==> config.mk <==
export PLATFORM = sky130hd
export DESIGN_NAME = three_channel_programmable_timer_core
export DESIGN_NICKNAME = d
export VERILOG_FILES = /design/src/rtl/tcpt_pkg.sv /design/src/rtl/tcpt_counter.sv /design/src/rtl/three_channel_programmable_timer_core.sv
export SDC_FILE = /design/constraint.sdc
export NUM_CORES = 1
export LEC_CHECK = 0
export BUFFER_PORTS_ARGS = -buffer_cell sky130_fd_sc_hd__buf_2
export CAP_MARGIN = 20
export CORE_ASPECT_RATIO = 0.5
export CORE_MARGIN = 5
export CORE_UTILIZATION = 48
export CTS_CLUSTER_SIZE = 25
export DETAILED_ROUTE_END_ITERATION = 8
export HOLD_SLACK_MARGIN = 0.02
export SLEW_MARGIN = 5
export SYNTH_ARGS = -nofsm -noshare
export SYNTH_HDL_FRONTEND = slang
export SYNTH_SLANG_ARGS = --single-unit
==> constraint.sdc <==
create_clock -name aclk -period 4 [get_ports aclk]
set_input_delay 0.2 -clock aclk [delete_from_list [all_inputs] [get_ports aclk]]
set_output_delay 0.2 -clock aclk [all_outputs]
set_load 0.005 [all_outputs]
==> src/rtl/tcpt_pkg.sv <==
package tcpt_pkg;

    localparam int NUM_TIMERS = 3;
    localparam int TIDX_W     = 2;

    // Item kinds carried on s_tuser
    localparam logic [2:0] FUNC_READ  = 3'd0;
    localparam logic [2:0] FUNC_WRITE = 3'd1;
    localparam logic [2:0] FUNC_ETICK = 3'd2;
    localparam logic [2:0] FUNC_EXTCK = 3'd3;
    localparam logic [2:0] FUNC_GATE  = 3'd4;

    // Register offsets with a fixed meaning
    localparam logic [2:0] ADDR_CTRL13  = 3'd0;
    localparam logic [2:0] ADDR_STATUS  = 3'd1;

    localparam logic [7:0] READ_IDLE_BYTE = 8'hFF;

    localparam int S_TDATA_W = 16;
    localparam int M_TDATA_W = 16;

    // Next-state of one counter after one decrement step
    typedef struct packed {
        logic [15:0] count;
        logic        level;
        logic        hit;
    } tcpt_cnt_t;

endpackage

==> src/rtl/tcpt_counter.sv <==
module tcpt_counter
    import tcpt_pkg::*;
(
    input  logic [15:0] count_value,
    input  logic [15:0] latch_value,
    input  logic [7:0]  control,
    input  logic        level,
    output tcpt_cnt_t   result
);

    always_comb begin
        logic [15:0] c;
        logic        hit;
        logic        lvl;
        c   = count_value;
        hit = 1'b0;
        lvl = level;
        if (control[2]) begin
            // 16-bit mode: toggle on underflow
            if (c == 16'h0000) begin
                hit = 1'b1;
                lvl = ~lvl;
            end
            c = c - 16'd1;
        end else begin
            // dual 8-bit mode
            if (c[7:0] != 8'h00) begin
                c = c - 16'd1;
            end else if (c[15:8] != 8'h00) begin
                c = {c[15:8] - 8'd1, latch_value[7:0]};
            end else begin
                c   = 16'h0000;
                hit = 1'b1;
            end
        end
        // continuous modes reload, one-shot modes keep the wrapped value
        if (hit && !control[5]) begin
            c = latch_value;
        end
        if (!control[2]) begin
            lvl = (c[15:8] == 8'h00);
        end
        result.count = c;
        result.level = lvl;
        result.hit   = hit;
    end

endmodule

==> src/rtl/three_channel_programmable_timer_core.sv <==
// Three-timer programmable timer core.
// Each input transfer carries one bus item: s_tuser holds the kind (read, write,
// E clock tick, external clock, gate falling edge), s_tdata holds the register
// offset, the write byte and the timer select. Each input transfer produces
// exactly one result transfer on the m_ side: the read byte (zero for items
// other than reads), the interrupt request and the three gated output pins.
// An accepted item waits in the input register and moves on to the result
// register once that register is free. Throughput: one item per cycle while
// m_tready is high; all state update for an item is combinational between
// the input and result registers, so back-to-back items see each other's
// effects in order. When the receiver stalls, the result holds in the output
// register and one more item may be taken into the input register; then
// s_tready drops until m_tready returns. No item is lost or duplicated.
// Reset (aresetn low, synchronous) sets counters and latches to 0xFFFF,
// clears control words, output levels, status, byte buffers and the timer-3
// prescaler, and empties both pipeline registers.
module three_channel_programmable_timer_core
    import tcpt_pkg::*;
(
    input  logic                 aclk,
    input  logic                 aresetn,
    input  logic                 s_tvalid,
    output logic                 s_tready,
    // [2:0] bus_address, [10:3] write_data, [12:11] timer_select, [15:13] zero
    input  logic [S_TDATA_W-1:0] s_tdata,
    // [2:0] func
    input  logic [2:0]           s_tuser,
    output logic                 m_tvalid,
    input  logic                 m_tready,
    // [7:0] read_data, [8] irq, [11:9] out_pins, [15:12] zero
    output logic [M_TDATA_W-1:0] m_tdata
);

    // input register
    logic                 in_valid_reg;
    logic [2:0]           in_func_reg;
    logic [2:0]           in_addr_reg;
    logic [7:0]           in_data_reg;
    logic [TIDX_W-1:0]    in_sel_reg;

    // result register
    logic                 out_valid_reg;
    logic [7:0]           out_rd_reg;
    logic                 out_irq_reg;
    logic [2:0]           out_pins_reg;

    // timer state
    logic [15:0] count_reg   [NUM_TIMERS];
    logic [15:0] latch_reg   [NUM_TIMERS];
    logic [7:0]  ctrl_reg    [NUM_TIMERS];
    logic [NUM_TIMERS-1:0] level_reg;
    logic [NUM_TIMERS-1:0] flag_reg;
    logic        irq_reg;
    logic [7:0]  hbuf_reg;
    logic [7:0]  lbuf_reg;
    logic [2:0]  pre_reg;

    logic [15:0] count_next  [NUM_TIMERS];
    logic [15:0] latch_next  [NUM_TIMERS];
    logic [7:0]  ctrl_next   [NUM_TIMERS];
    logic [NUM_TIMERS-1:0] level_next;
    logic [NUM_TIMERS-1:0] flag_next;
    logic        irq_next;
    logic [7:0]  hbuf_next;
    logic [7:0]  lbuf_next;
    logic [2:0]  pre_next;
    logic [7:0]  rd_next;
    logic [2:0]  pins_next;

    tcpt_cnt_t   cnt_res [NUM_TIMERS];

    logic advance;

    // move the held item into the result register when that register frees up
    assign advance  = in_valid_reg && (!out_valid_reg || m_tready);
    assign s_tready = !in_valid_reg || advance;

    assign m_tvalid = out_valid_reg;
    assign m_tdata  = {4'b0000, out_pins_reg, out_irq_reg, out_rd_reg};

    // one decrement unit per timer, all fed with current state
    for (genvar g = 0; g < NUM_TIMERS; g++) begin : g_cnt
        tcpt_counter u_cnt (
            .count_value (count_reg[g]),
            .latch_value (latch_reg[g]),
            .control     (ctrl_reg[g]),
            .level       (level_reg[g]),
            .result      (cnt_res[g])
        );
    end

    always_comb begin
        logic [TIDX_W-1:0] at;
        logic [TIDX_W-1:0] st;
        logic              go;
        logic [2:0]        pre_inc;
        at      = in_addr_reg[2:1] - 2'd1;
        st      = in_sel_reg - 2'd1;
        go      = 1'b1;
        pre_inc = pre_reg + 3'd1;

        for (int i = 0; i < NUM_TIMERS; i++) begin
            count_next[i] = count_reg[i];
            latch_next[i] = latch_reg[i];
            ctrl_next[i]  = ctrl_reg[i];
        end
        level_next = level_reg;
        flag_next  = flag_reg;
        hbuf_next  = hbuf_reg;
        lbuf_next  = lbuf_reg;
        pre_next   = pre_reg;
        rd_next    = 8'h00;

        case (in_func_reg)
            FUNC_READ: begin
                if (in_addr_reg == ADDR_CTRL13) begin
                    rd_next = READ_IDLE_BYTE;
                end else if (in_addr_reg == ADDR_STATUS) begin
                    rd_next = {irq_reg, 4'b0000, flag_reg};
                end else if (in_addr_reg[0]) begin
                    rd_next = lbuf_reg;
                end else begin
                    // counter read: latch the low byte, clear the timer's flag
                    for (int i = 0; i < NUM_TIMERS; i++) begin
                        if (TIDX_W'(i) == at) begin
                            rd_next      = count_reg[i][15:8];
                            lbuf_next    = count_reg[i][7:0];
                            flag_next[i] = 1'b0;
                        end
                    end
                end
            end
            FUNC_WRITE: begin
                if (in_addr_reg == ADDR_CTRL13) begin
                    if (ctrl_reg[1][0]) begin
                        ctrl_next[0] = in_data_reg;
                        // preset: copy every latch into its counter
                        if (in_data_reg[0]) begin
                            for (int i = 0; i < NUM_TIMERS; i++) begin
                                count_next[i] = latch_reg[i];
                            end
                        end
                    end else begin
                        ctrl_next[2] = in_data_reg;
                    end
                end else if (in_addr_reg == ADDR_STATUS) begin
                    ctrl_next[1] = in_data_reg;
                end else if (!in_addr_reg[0]) begin
                    hbuf_next = in_data_reg;
                end else begin
                    for (int i = 0; i < NUM_TIMERS; i++) begin
                        if (TIDX_W'(i) == at) begin
                            latch_next[i] = {hbuf_reg, in_data_reg};
                            if (ctrl_reg[i][4:3] == 2'b00) begin
                                count_next[i] = {hbuf_reg, in_data_reg};
                                level_next[i] = 1'b0;
                                flag_next[i]  = 1'b0;
                            end
                        end
                    end
                end
            end
            FUNC_ETICK: begin
                for (int i = 0; i < NUM_TIMERS; i++) begin
                    if (ctrl_reg[i][1] && !ctrl_reg[i][3]) begin
                        count_next[i] = cnt_res[i].count;
                        level_next[i] = cnt_res[i].level;
                        if (cnt_res[i].hit) begin
                            flag_next[i] = 1'b1;
                        end
                    end
                end
            end
            FUNC_EXTCK: begin
                if (in_sel_reg != 2'd0) begin
                    // timer 3 prescaler: pass one clock in eight
                    if (st == 2'd2 && ctrl_reg[2][0]) begin
                        pre_next = pre_inc;
                        go       = (pre_inc == 3'd0);
                    end
                    for (int i = 0; i < NUM_TIMERS; i++) begin
                        if (TIDX_W'(i) == st && go && !ctrl_reg[i][1] && !ctrl_reg[i][3]) begin
                            count_next[i] = cnt_res[i].count;
                            level_next[i] = cnt_res[i].level;
                            if (cnt_res[i].hit) begin
                                flag_next[i] = 1'b1;
                            end
                        end
                    end
                end
            end
            FUNC_GATE: begin
                if (in_sel_reg != 2'd0) begin
                    for (int i = 0; i < NUM_TIMERS; i++) begin
                        if (TIDX_W'(i) == st && ctrl_reg[i][3]) begin
                            count_next[i] = latch_reg[i];
                        end
                    end
                end
            end
            default: begin
            end
        endcase

        // interrupt and pins follow the updated state
        irq_next  = 1'b0;
        pins_next = 3'b000;
        for (int i = 0; i < NUM_TIMERS; i++) begin
            if (flag_next[i] && ctrl_next[i][6]) begin
                irq_next = 1'b1;
            end
            pins_next[i] = level_next[i] & ctrl_next[i][7];
        end
    end

    // pipeline control
    always_ff @(posedge aclk) begin
        if (!aresetn) begin
            in_valid_reg  <= 1'b0;
            out_valid_reg <= 1'b0;
        end else begin
            if (s_tvalid && s_tready) begin
                in_valid_reg <= 1'b1;
            end else if (advance) begin
                in_valid_reg <= 1'b0;
            end
            if (advance) begin
                out_valid_reg <= 1'b1;
            end else if (m_tready) begin
                out_valid_reg <= 1'b0;
            end
        end
    end

    // payload registers
    always_ff @(posedge aclk) begin
        if (s_tvalid && s_tready) begin
            in_func_reg <= s_tuser;
            in_addr_reg <= s_tdata[2:0];
            in_data_reg <= s_tdata[10:3];
            in_sel_reg  <= s_tdata[12:11];
        end
        if (advance) begin
            out_rd_reg   <= rd_next;
            out_irq_reg  <= irq_next;
            out_pins_reg <= pins_next;
        end
    end

    // timer state: commit only when the item moves to the result register
    always_ff @(posedge aclk) begin
        if (!aresetn) begin
            for (int i = 0; i < NUM_TIMERS; i++) begin
                count_reg[i] <= 16'hFFFF;
                latch_reg[i] <= 16'hFFFF;
                ctrl_reg[i]  <= 8'h00;
            end
            level_reg <= '0;
            flag_reg  <= '0;
            irq_reg   <= 1'b0;
            hbuf_reg  <= 8'h00;
            lbuf_reg  <= 8'h00;
            pre_reg   <= 3'd0;
        end else if (advance) begin
            for (int i = 0; i < NUM_TIMERS; i++) begin
                count_reg[i] <= count_next[i];
                latch_reg[i] <= latch_next[i];
                ctrl_reg[i]  <= ctrl_next[i];
            end
            level_reg <= level_next;
            flag_reg  <= flag_next;
            irq_reg   <= irq_next;
            hbuf_reg  <= hbuf_next;
            lbuf_reg  <= lbuf_next;
            pre_reg   <= pre_next;
        end
    end

endmodule
==> results by group, run 1 <==
Status
  – Status: finished, final reports clean

Timing
  – Max Freq: roughly 300 MHz
  – Final hold viol count: 0
  – Final slew viol count: 0
  – RSZ-0062 raised after global routing: false
  – Worst Tran Pin Value: between 1 and 1.5 ns
  – Final Setup Violations: 0
  – Total Neg Setup Slack: 0 ns
  – Period utilization: 0.8379
  – Slew HR: 0.3010
  – Final clock skew: 0.007861 ns
  – Post-layout min period: 3.351 ns

Power and ir drop
  – Peak VDD IR: ~360 uV
  – Pleak: between 3 and 4 nW
  – Pwr/cell area: 370.5 mW/mm^2

Die
  – Area of the core: 0.02046 mm^2
  – Row cnt: 37
  – Die Y-Extent: approximately 110 um
  – DIE AREA: 0.02386 mm^2
  – I/O Pins: 41
  – Starting Density: 0.4857
  – Chip width: 213.5 um

CTS
  – Clk root buf: clkbuf_16
  – CTS Hold Bufs: 17
  – Post_cts resized: 0
  – H-tree Lvls: 4
  – CTS Buffer Depth: 2
  – CTS buffer count: 17
  – CTS tree: built
  – Clk_lat worst skew: 0.46 ns
  – Clk sinks: 175
  – Post-CTS repair timing setup buffer count: 0
  – Clock Pin Slew Worst Setup and Hold Paths: 0.07 ns

Synthesis
  – Adder-Cell Fraction of Synth Area: 0.01385
  – Sequential-to-total area share from yosys stat: 0.5006
  – Multiplexer share of the synthesized area: 0.03022
  – Asr flop ratio synth: 0
  – Synth Area in Simple Gates: 0.2120
  – Mapped cell area: 0.009938 mm^2
  – Synth Warn #: 0
  – Cells after synthesis: between 900 and 1000
  – Synth Area in XOR/XNOR: 0.02556
  – Top FF cell, synth: edfxtp_1
  – Number of synthesized flops with an enable pin: 147
  – Syn Area/Cell: 10.35 um^2
  – #FFs+latches synth: 175
  – Largest family of logic cells by synthesized area: simple AND/OR/NAND/NOR gates
  – Compound-Gate Fraction of Synth Area: 0.1812
  – Distinct cells, synth: just under 80

Global route
  – Met1 Resource Use GR: 0.4200
  – First-pass GRT wire length: 48.01 mm
  – Initial antenna violation count: 0
  – Vias in the first global route: 7670
  – Largest net degree at the start of global routing: 40
  – Gr busiest metal: met1
  – Gr usage total: 0.2734
  – GR Overflow Total: 0
  – Routing usage on met3: 0.08699
  – M2 GR Usage: 0.3680

Placed design
  – Placed cells: 1246
  – Port Buffers: 33
  – DPL Wire Length: 24.17 mm
  – Routability Congestion: 0.9886

Setup path
  – R2R Path End: out_pins_reg[1]
  – Crit path required time: 4.28 ns
  – CP max FO: 6
  – Reg2reg path depth: 10
  – R2R setup slack: roughly 0.65 ns
  – Crit path DAT: 3.63 ns
  – Cell Chain, Critical Path: inv_1 -> ha_1 -> buf_4 -> nor3b_1 -> o21ai_0 -> o32a_1 -> o31a_1 -> nor4_1 -> nand2_1 -> a21oi_1
  – Critical Path Start Type: flop
  – CP Capture Type: flop
  – Origin of the critical flop-to-flop path: count_reg[0][16]
  – CP Class: flop to flop
  – CP startpoint: count_reg[0][16]
  – Max incr delay on CP: roughly 0.6 ns
  – CP max-delay cell: nor3b_1

Final layout
  – Post-route core utilization: 0.5464
  – Share of layout cells above drive strength 1: 0.1370
  – Nets: 1043
  – Most frequent cells in the layout: 147 x edfxtp_1, 86 x nor2_1, 70 x nand2_1
  – Fin cells: 1296
  – Commonest non-fill, non-tap cell in the layout: edfxtp_1
  – Area growth syn-to-layout: 12.49%
  – Fillers: 1832
  – Reg area: 0.004975 mm^2
  – Multi-input combinational cell area: 0.004622 mm^2

Detailed routing
  – Post-route antenna net violation count: 0
  – Routed WL per cell: 24.87 um
  – DRT iter0 DRCs: 1040
  – Drt first pass iters: 6
  – Via density: about 6.3
  – Routed wire length: 32.23 mm
  – Vias: just over 8000
  – Residual DRC count: 0

Hold path
  – Hold-critical path endpoint: m_tvalid
  – Class of the worst hold path: input port to flop
  – Hold_sp: m_tready
  – Hold Path Stages: 3

Flow run
  – Max Cap Viol: 0
[layer usage]
layer / vias up / routed length, um / part of all wire
met2: 387 / 13180 / 0.41
met1: 4037 / 15140 / 0.47
met5: - / 0 / 0
met4: 0 / 614 / 0.019
li1: 3758 / - / -
met3: 37 / 3304 / 0.10
[synth_stat cells (9+ instances only)]
master	n	share of area
inv_1	24	0.0091
nor2_1	86	0.032
o211ai_1	23	0.017
a21oi_1	64	0.032
dfxtp_1	28	0.056
xor2_1	14	0.012
edfxtp_1	147	0.44
nand2_1	70	0.026
ha_1	11	0.014
and2_1	25	0.016
xnor2_1	15	0.013
nand3_1	25	0.013
nand2b_1	10	0.0063
a21o_1	13	0.0098
mux2i_1	30	0.030
buf_2	10	0.0050
a211oi_1	16	0.012
a221o_1	16	0.016
o21ai_0	40	0.020
nand4_1	14	0.0088
nor3_1	18	0.0091
or2_2	20	0.013
nor4_1	11	0.0069
clkbuf_1	33	0.012
nor2b_1	31	0.020
or4_1	9	0.0068
[power by group]
part / total, W / switching, W / internal (W)
registers: 0.00214 / 0.0000881 / 0.00205
logic: 0.000340 / 0.000221 / 0.000118
clock network: 0.00166 / 0.000777 / 0.000887
total: 0.00414 / 0.00109 / 0.00305
[kinds of logic (layout without fill, tap and decap cells)]
group                    Yosys count  count (layout)
other                              1               5
flip-flops                       175             175
adder cells (fa/ha/maj)           11              11
AND/OR/NAND/NOR                  376             376
multiplexers                      30              30
buffers and inverters             79             138
XOR/XNOR                          29              29
AO/OA/AOI/OAI                    259             259
[stage by stage]
| stage | worst slack (ns) | total power [W] | hold WS [ns] | area [um^2] |
|---|---|---|---|---|
| final | 0.6485 | 0.004142 | 0.08987 | 11180 |
| after CTS | 0.7267 | 0.004151 | 0.06321 | 11180 |
| after global routing | 0.3917 | 0.004295 | 0.08638 | 11180 |
| after global placement | 0.7586 | 0.002489 | 0.3763 | 10430 |
| after detailed placement | 0.7634 | 0.002495 | 0.3781 | 10430 |
| after floorplan | 0.8840 | 0.002341 | 0.2989 | 9950 |
[cell type report]
cell class                 count  share of cell area
antenna                        1           0.0002238
multi-input combinational    709              0.4134
sequential                   175              0.4450
clock inverter                13             0.01164
inverter                      24            0.008058
timing repair buffer          82             0.05148
tap                          273             0.03055
clock buffer                  19             0.03962
[critical path: cells and delay by family, from the launching register on]
family | cells | cell delay (ns)
flops | 1 | 0.49
fa+ha+maj | 1 | 0.15
buf+inv | 2 | 0.28
simple gates | 3 | 1.23
compound gates | 4 | 1.03
[worst max-delay path by stage]
stage	end	cells past startpoint	slack, ns
2_1_floorplan	count_reg[0][0]	7	0.88
3_3_place_gp	out_pins_reg[1]	9	0.76
3_5_place_dp	out_pins_reg[1]	9	0.76
4_1_cts	out_pins_reg[1]	9	0.73
5_1_grt	out_pins_reg[1]	9	0.39
6_report	out_pins_reg[1]	10	0.65
No activity file was read; power rests on OpenSTA's default activity.
==> run 2, diff against run 1 <==
Clock period 4 ns to 3.4 ns, I/O delays scaled along.
==> results by group, run 2 (synthesized netlist as in run 1, its figures left out) <==
CTS
  – H-tree Lvls: 4
  – Clk sinks: 175
  – Post-CTS repair timing setup buffer count: 0
  – CTS buffer count: 17
  – Clk_lat worst skew: between 0.4 and 0.5 ns
  – Clk root buf: clkbuf_16
  – CTS tree: built
  – Clock Pin Slew Worst Setup and Hold Paths: roughly 0.070 ns
  – CTS Buffer Depth: 2

Flow run
  – Max Cap Viol: 0

Detailed routing
  – Routed WL per cell: 25.61 um
  – Drt first pass iters: 5
  – DRT iter0 DRCs: 1107
  – Vias: 8389
  – Routed wire length: 33.68 mm
  – Via density: between 6 and 7
  – Residual DRC count: 0
  – Post-route antenna net violation count: 0

Timing
  – Total Neg Setup Slack: 0 ns
  – Final clock skew: 0.01032 ns
  – Final Setup Violations: 0
  – Max Freq: between 300 and 400 MHz
  – Final slew viol count: 0
  – Post-layout min period: 3.190 ns
  – Worst Tran Pin Value: between 0.8 and 0.9 ns
  – Slew HR: 0.4061
  – RSZ-0062 raised after global routing: false
  – Period utilization: 0.9382
  – Final hold viol count: 0

Power and ir drop
  – Logic pwr share: 0.087
  – Pleak: roughly 3.8 nW
  – Clock network power share: 0.392
  – Pwr/cell area: 425.6 mW/mm^2
  – Reg power frac: 0.521
  – Int Power: 0.003564 W
  – Total power: roughly 0.0048 W
  – Peak VDD IR: between 300 and 400 uV
  – P_sw: 0.001254 W
  – Switching part of the total power: 0.2603

Final layout
  – Most frequent cells in the layout: 147 x edfxtp_1, 86 x nor2_1, 70 x nand2_1
  – Fillers: 1831
  – Nets: 1063
  – Ant. Diodes: 0
  – Post-route design area: 0.01132 mm^2
  – Commonest non-fill, non-tap cell in the layout: edfxtp_1
  – Post-route core utilization: 0.5533
  – Fin cells: 1315
  – Area growth syn-to-layout: 13.92%
  – Share of layout cells above drive strength 1: 0.1555

Setup path
  – Max incr delay on CP: 0.54 ns
  – Critical Path Start Type: flop
  – CP max-delay cell: nor4b_4
  – CP Class: flop to flop
  – Cell Chain, Critical Path: inv_1 -> ha_1 -> nor4b_4 -> a31oi_1 -> nor2_1 -> o221ai_1 -> nor4_1 -> buf_4 -> nand2_1 -> a21oi_1
  – Crit path DAT: ~3.5 ns
  – CP Capture Type: flop
  – Crit path required time: between 3 and 4 ns
  – WP buf/inv: 2
  – CP max FO: 10
  – Cell class contributing the biggest share of worst-path delay: simple AND/OR/NAND/NOR gates

Die
  – Chip width: 213.5 um
  – Row cnt: 37
  – I/O Pins: 41
  – Area of the core: 0.02046 mm^2
  – DIE AREA: between 0.02 and 0.025 mm^2
  – Die Y-Extent: approximately 110 um
  – Starting Density: 0.4857

Placed design
  – DPL Wire Length: 25.50 mm
  – Port Buffers: 33
  – Routability Congestion: 0.9715
  – Placed inst area: 0.01058 mm^2
  – Placed cells: 1266

Global route
  – First-pass GRT wire length: 50.06 mm
  – Initial antenna violation count: 1
  – Largest net degree at the start of global routing: 40
  – Vias in the first global route: ~8000
  – Gr usage total: 0.2828
  – GR Overflow Total: 0

Status
  – Status: finished, final reports clean

Hold path
  – Class of the worst hold path: input port to flop
run 2: changes by cell type in the layout (fill, tap and decap cells not counted), moves of 2 or more:
cell,before,now
clkbuf_1,1,3
inv_6,2,4
inv_8,3,0
buf_4,32,52
run 2: worst paths after layout:
check | from | endpoint | slack, ns | cells after the start
setup / recovery | count_reg[0][16] | out_pins_reg[1] | 0.21 | 10
hold / removal | m_tready | m_tvalid | 0.06 | 3
setup reg to reg | count_reg[0][16] | out_pins_reg[1] | 0.21 | 10
hold reg to reg | lbuf_reg[3] | lbuf_reg[3] | 0.52 | 2
run 2: layout make-up:
| class | count | area, um^2 | share of cell area |
|---|---|---|---|
| Tap cell | 273 | 341.6 | 0.03017 |
| Clock inverter | 10 | 75.07 | 0.006631 |
| Multi-Input combinational cell | 709 | 4639 | 0.4098 |
| Inverter | 24 | 90.09 | 0.007957 |
| Timing Repair Buffer | 102 | 725.7 | 0.06410 |
| Clock buffer | 22 | 475.5 | 0.04199 |
| Sequential cell | 175 | 4975 | 0.4394 |
run 2: routing by layer:
metal | global-route usage | vias to the layer above | routed length (um)
met3 | 0.09488 | 50 | 3614
met2 | 0.3850 | 409 | 13830
met4 | 0.07070 | 2 | 582
met1 | 0.4306 | 4131 | 15640
li1 | - | 3797 | -
met5 | 0 | - | 10
run 2: tightest hold or removal path, delay by kind of cell:
| family | cells | cell delay (ns) |
|---|---|---|
| AOI/OAI and AO/OA | 1 | 0.16 |
| and+or+nand+nor | 1 | 0.06 |
| buffers and inverters | 1 | 0.07 |
run 2: stage by stage:
stage,hold WS (ns),setup slack [ns]
2_1_floorplan,0.2689,0.2840
3_3_place_gp,0.3461,0.2275
3_5_place_dp,0.3481,0.2502
4_1_cts,0.04494,0.2093
5_1_grt,0.07548,0.0006886
6_report,0.05732,0.2102
run 2: power by group through the flow:
stage               Combinational [W]  Sequential (W)  Clock [W]
floorplan                    0.000251         0.00250          0
global placement             0.000391         0.00255          0
detailed placement           0.000396         0.00255          0
CTS                          0.000412         0.00251    0.00190
global route                 0.000451         0.00252    0.00200
finish                       0.000421         0.00251    0.00189
run 2: repair_timing:
action	4_1_cts	5_1_grt
hold buffers	17	0
hold endpoints to repair	17	0
resized for setup	0	3
setup endpoints to repair	0	3
==> run 3, diff against run 2 <==
Settings changed: CORE_UTILIZATION 48 to 40.
==> results by group, run 3 (synthesized netlist as in run 1, its figures left out) <==
Status
  – Status: finished, final reports clean

Detailed routing
  – Post-route antenna net violation count: 0
  – Routed WL per cell: 23.32 um
  – Routed wire length: 32.15 mm
  – Drt first pass iters: 5
  – Via density: 5.988
  – DRT iter0 DRCs: 1018
  – Residual DRC count: 0
  – Vias: 8258

Final layout
  – Most frequent cells in the layout: 147 x edfxtp_1, 86 x nor2_1, 70 x nand2_1
  – Post-route design area: 0.01144 mm^2
  – Nets: roughly 1100
  – Multi-input combinational cell area: 0.004622 mm^2
  – Fillers: 2313
  – Share of layout cells above drive strength 1: 0.1545
  – Commonest non-fill, non-tap cell in the layout: edfxtp_1
  – Reg area: roughly 0.005 mm^2
  – Area growth syn-to-layout: 15.10%

Timing
  – Slew HR: 0.4610
  – Final clock skew: 0.01090 ns
  – Final slew viol count: 0
  – Post-layout min period: 3.222 ns
  – Period utilization: 0.9475
  – Worst Tran Pin Value: just over 0.8 ns
  – Final WS setup: about 0.18 ns
  – Final Setup Violations: 0
  – Total Neg Setup Slack: 0 ns
  – Max Freq: 310.4 MHz
  – Final hold viol count: 0
  – RSZ-0062 raised after global routing: false

Placed design
  – Placed inst area: ~0.011 mm^2
  – Routability Congestion: 0.9872
  – Port Buffers: 33
  – DPL Wire Length: 24.71 mm
  – Pre-CTS setup slack: 0.2892 ns

Global route
  – Initial antenna violation count: 0
  – First-pass GRT wire length: 47.98 mm
  – GR Overflow Total: 0
  – Largest net degree at the start of global routing: 39
  – Vias in the first global route: between 7000 and 8000
  – Gr usage total: 0.2303

Hold path
  – Class of the worst hold path: input port to flop
  – Hold_sp: m_tready
  – Hold Path Stages: 3
  – Hold-critical path endpoint: m_tvalid

CTS
  – CTS buffer count: 17
  – CTS Buffer Depth: 2
  – CTS tree: built
  – H-tree Lvls: 4
  – Clk_lat worst skew: 0.46 ns
  – Clk root buf: clkbuf_16
  – Clock Pin Slew Worst Setup and Hold Paths: 0.07 ns
  – Post_cts resized: 0
  – Clk sinks: 175

Setup path
  – CP Class: flop to flop
  – R2R Path End: out_pins_reg[1]
  – Origin of the critical flop-to-flop path: count_reg[0][24]
  – R2R setup slack: 0.18 ns
  – CP max FO: 6
  – Critical Path Start Type: flop
  – Reg2reg path depth: 10
  – CP Capture Type: flop
  – Crit path required time: 3.67 ns
  – Crit path DAT: 3.49 ns

Flow run
  – Max Cap Viol: 0

Die
  – I/O Pins: 41
  – Starting Density: 0.4103
  – Area of the core: 0.02422 mm^2
  – Chip width: 232.9 um
  – Row cnt: 40
  – Die Y-Extent: 121.5 um
  – DIE AREA: around 0.028 mm^2

Power and ir drop
  – Pwr/cell area: 432.3 mW/mm^2
  – Pleak: 3.857 nW
  – Peak VDD IR: 332.3 uV
==> run 3: layout make-up <==
type / count / area share
clock buffer: 18 / 0.03752
sequential: 175 / 0.4349
clock inverter: 14 / 0.01520
timing repair buffer: 102 / 0.06344
tap: 336 / 0.03675
antenna: 1 / 0.0002188
multi-input combinational: 709 / 0.4041
inverter: 24 / 0.007876
==> run 3: what timing repair did <==
item | in CTS | in global routing
endpoints found under the setup margin | 0 | 2
hold buffers | 17 | 0
setup buffers | 0 | 1
hold endpoints to repair | 17 | 0
==> run 3: power breakdown <==
| group | internal (W) | total, W | leakage (nW) | switching (W) |
|---|---|---|---|---|
| combinational | 0.000146 | 0.000420 | 2.08 | 0.000274 |
| sequential | 0.00241 | 0.00250 | 1.49 | 0.0000917 |
| clock | 0.00111 | 0.00202 | 0.290 | 0.000913 |
==> run 3: worst max-delay path by stage <==
stage / start / end / slack [ns] / cells after the start
3_5_place_dp: count_reg[0][24] / out_pins_reg[1] / 0.29 / 10
2_1_floorplan: in_addr_reg[1] / count_reg[0][0] / 0.28 / 7
3_3_place_gp: count_reg[0][24] / out_pins_reg[1] / 0.28 / 10
5_1_grt: count_reg[0][24] / out_pins_reg[1] / 0.002 / 10
6_report: count_reg[0][24] / out_pins_reg[1] / 0.18 / 10
4_1_cts: count_reg[0][24] / out_pins_reg[1] / 0.26 / 10
==> run 3: worst max-delay path: stages, from the launching register on <==
cell	delay [ns]
edfxtp_1	0.46
inv_1	0.11
ha_1	0.21
nor3b_1	0.48
a31oi_1	0.18
nor2_1	0.37
o221ai_1	0.25
nor4_1	0.48
buf_4	0.19
nand2_1	0.05
a21oi_1	0.26
==> run 3: routing by layer <==
metal,vias up,part of all wire,global-route usage
met4,0,0.018,0.06192
li1,3790,-,-
met3,38,0.12,0.07856
met2,419,0.41,0.3195
met5,-,0,0
met1,4011,0.46,0.3401
==> run 3: per-stage QoR <==
step | hold WS, ns | power (W) | instances | util
global placement | 0.3467 | 0.002939 | 1328 | 0.4399
CTS | 0.03688 | 0.004971 | 1377 | 0.4718
global route | 0.05538 | 0.005105 | 1378 | 0.4721
finish | 0.05885 | 0.004944 | 1379 | 0.4722
detailed placement | 0.3486 | 0.002943 | 1328 | 0.4399
floorplan | 0.2689 | 0.002754 | 963 | -
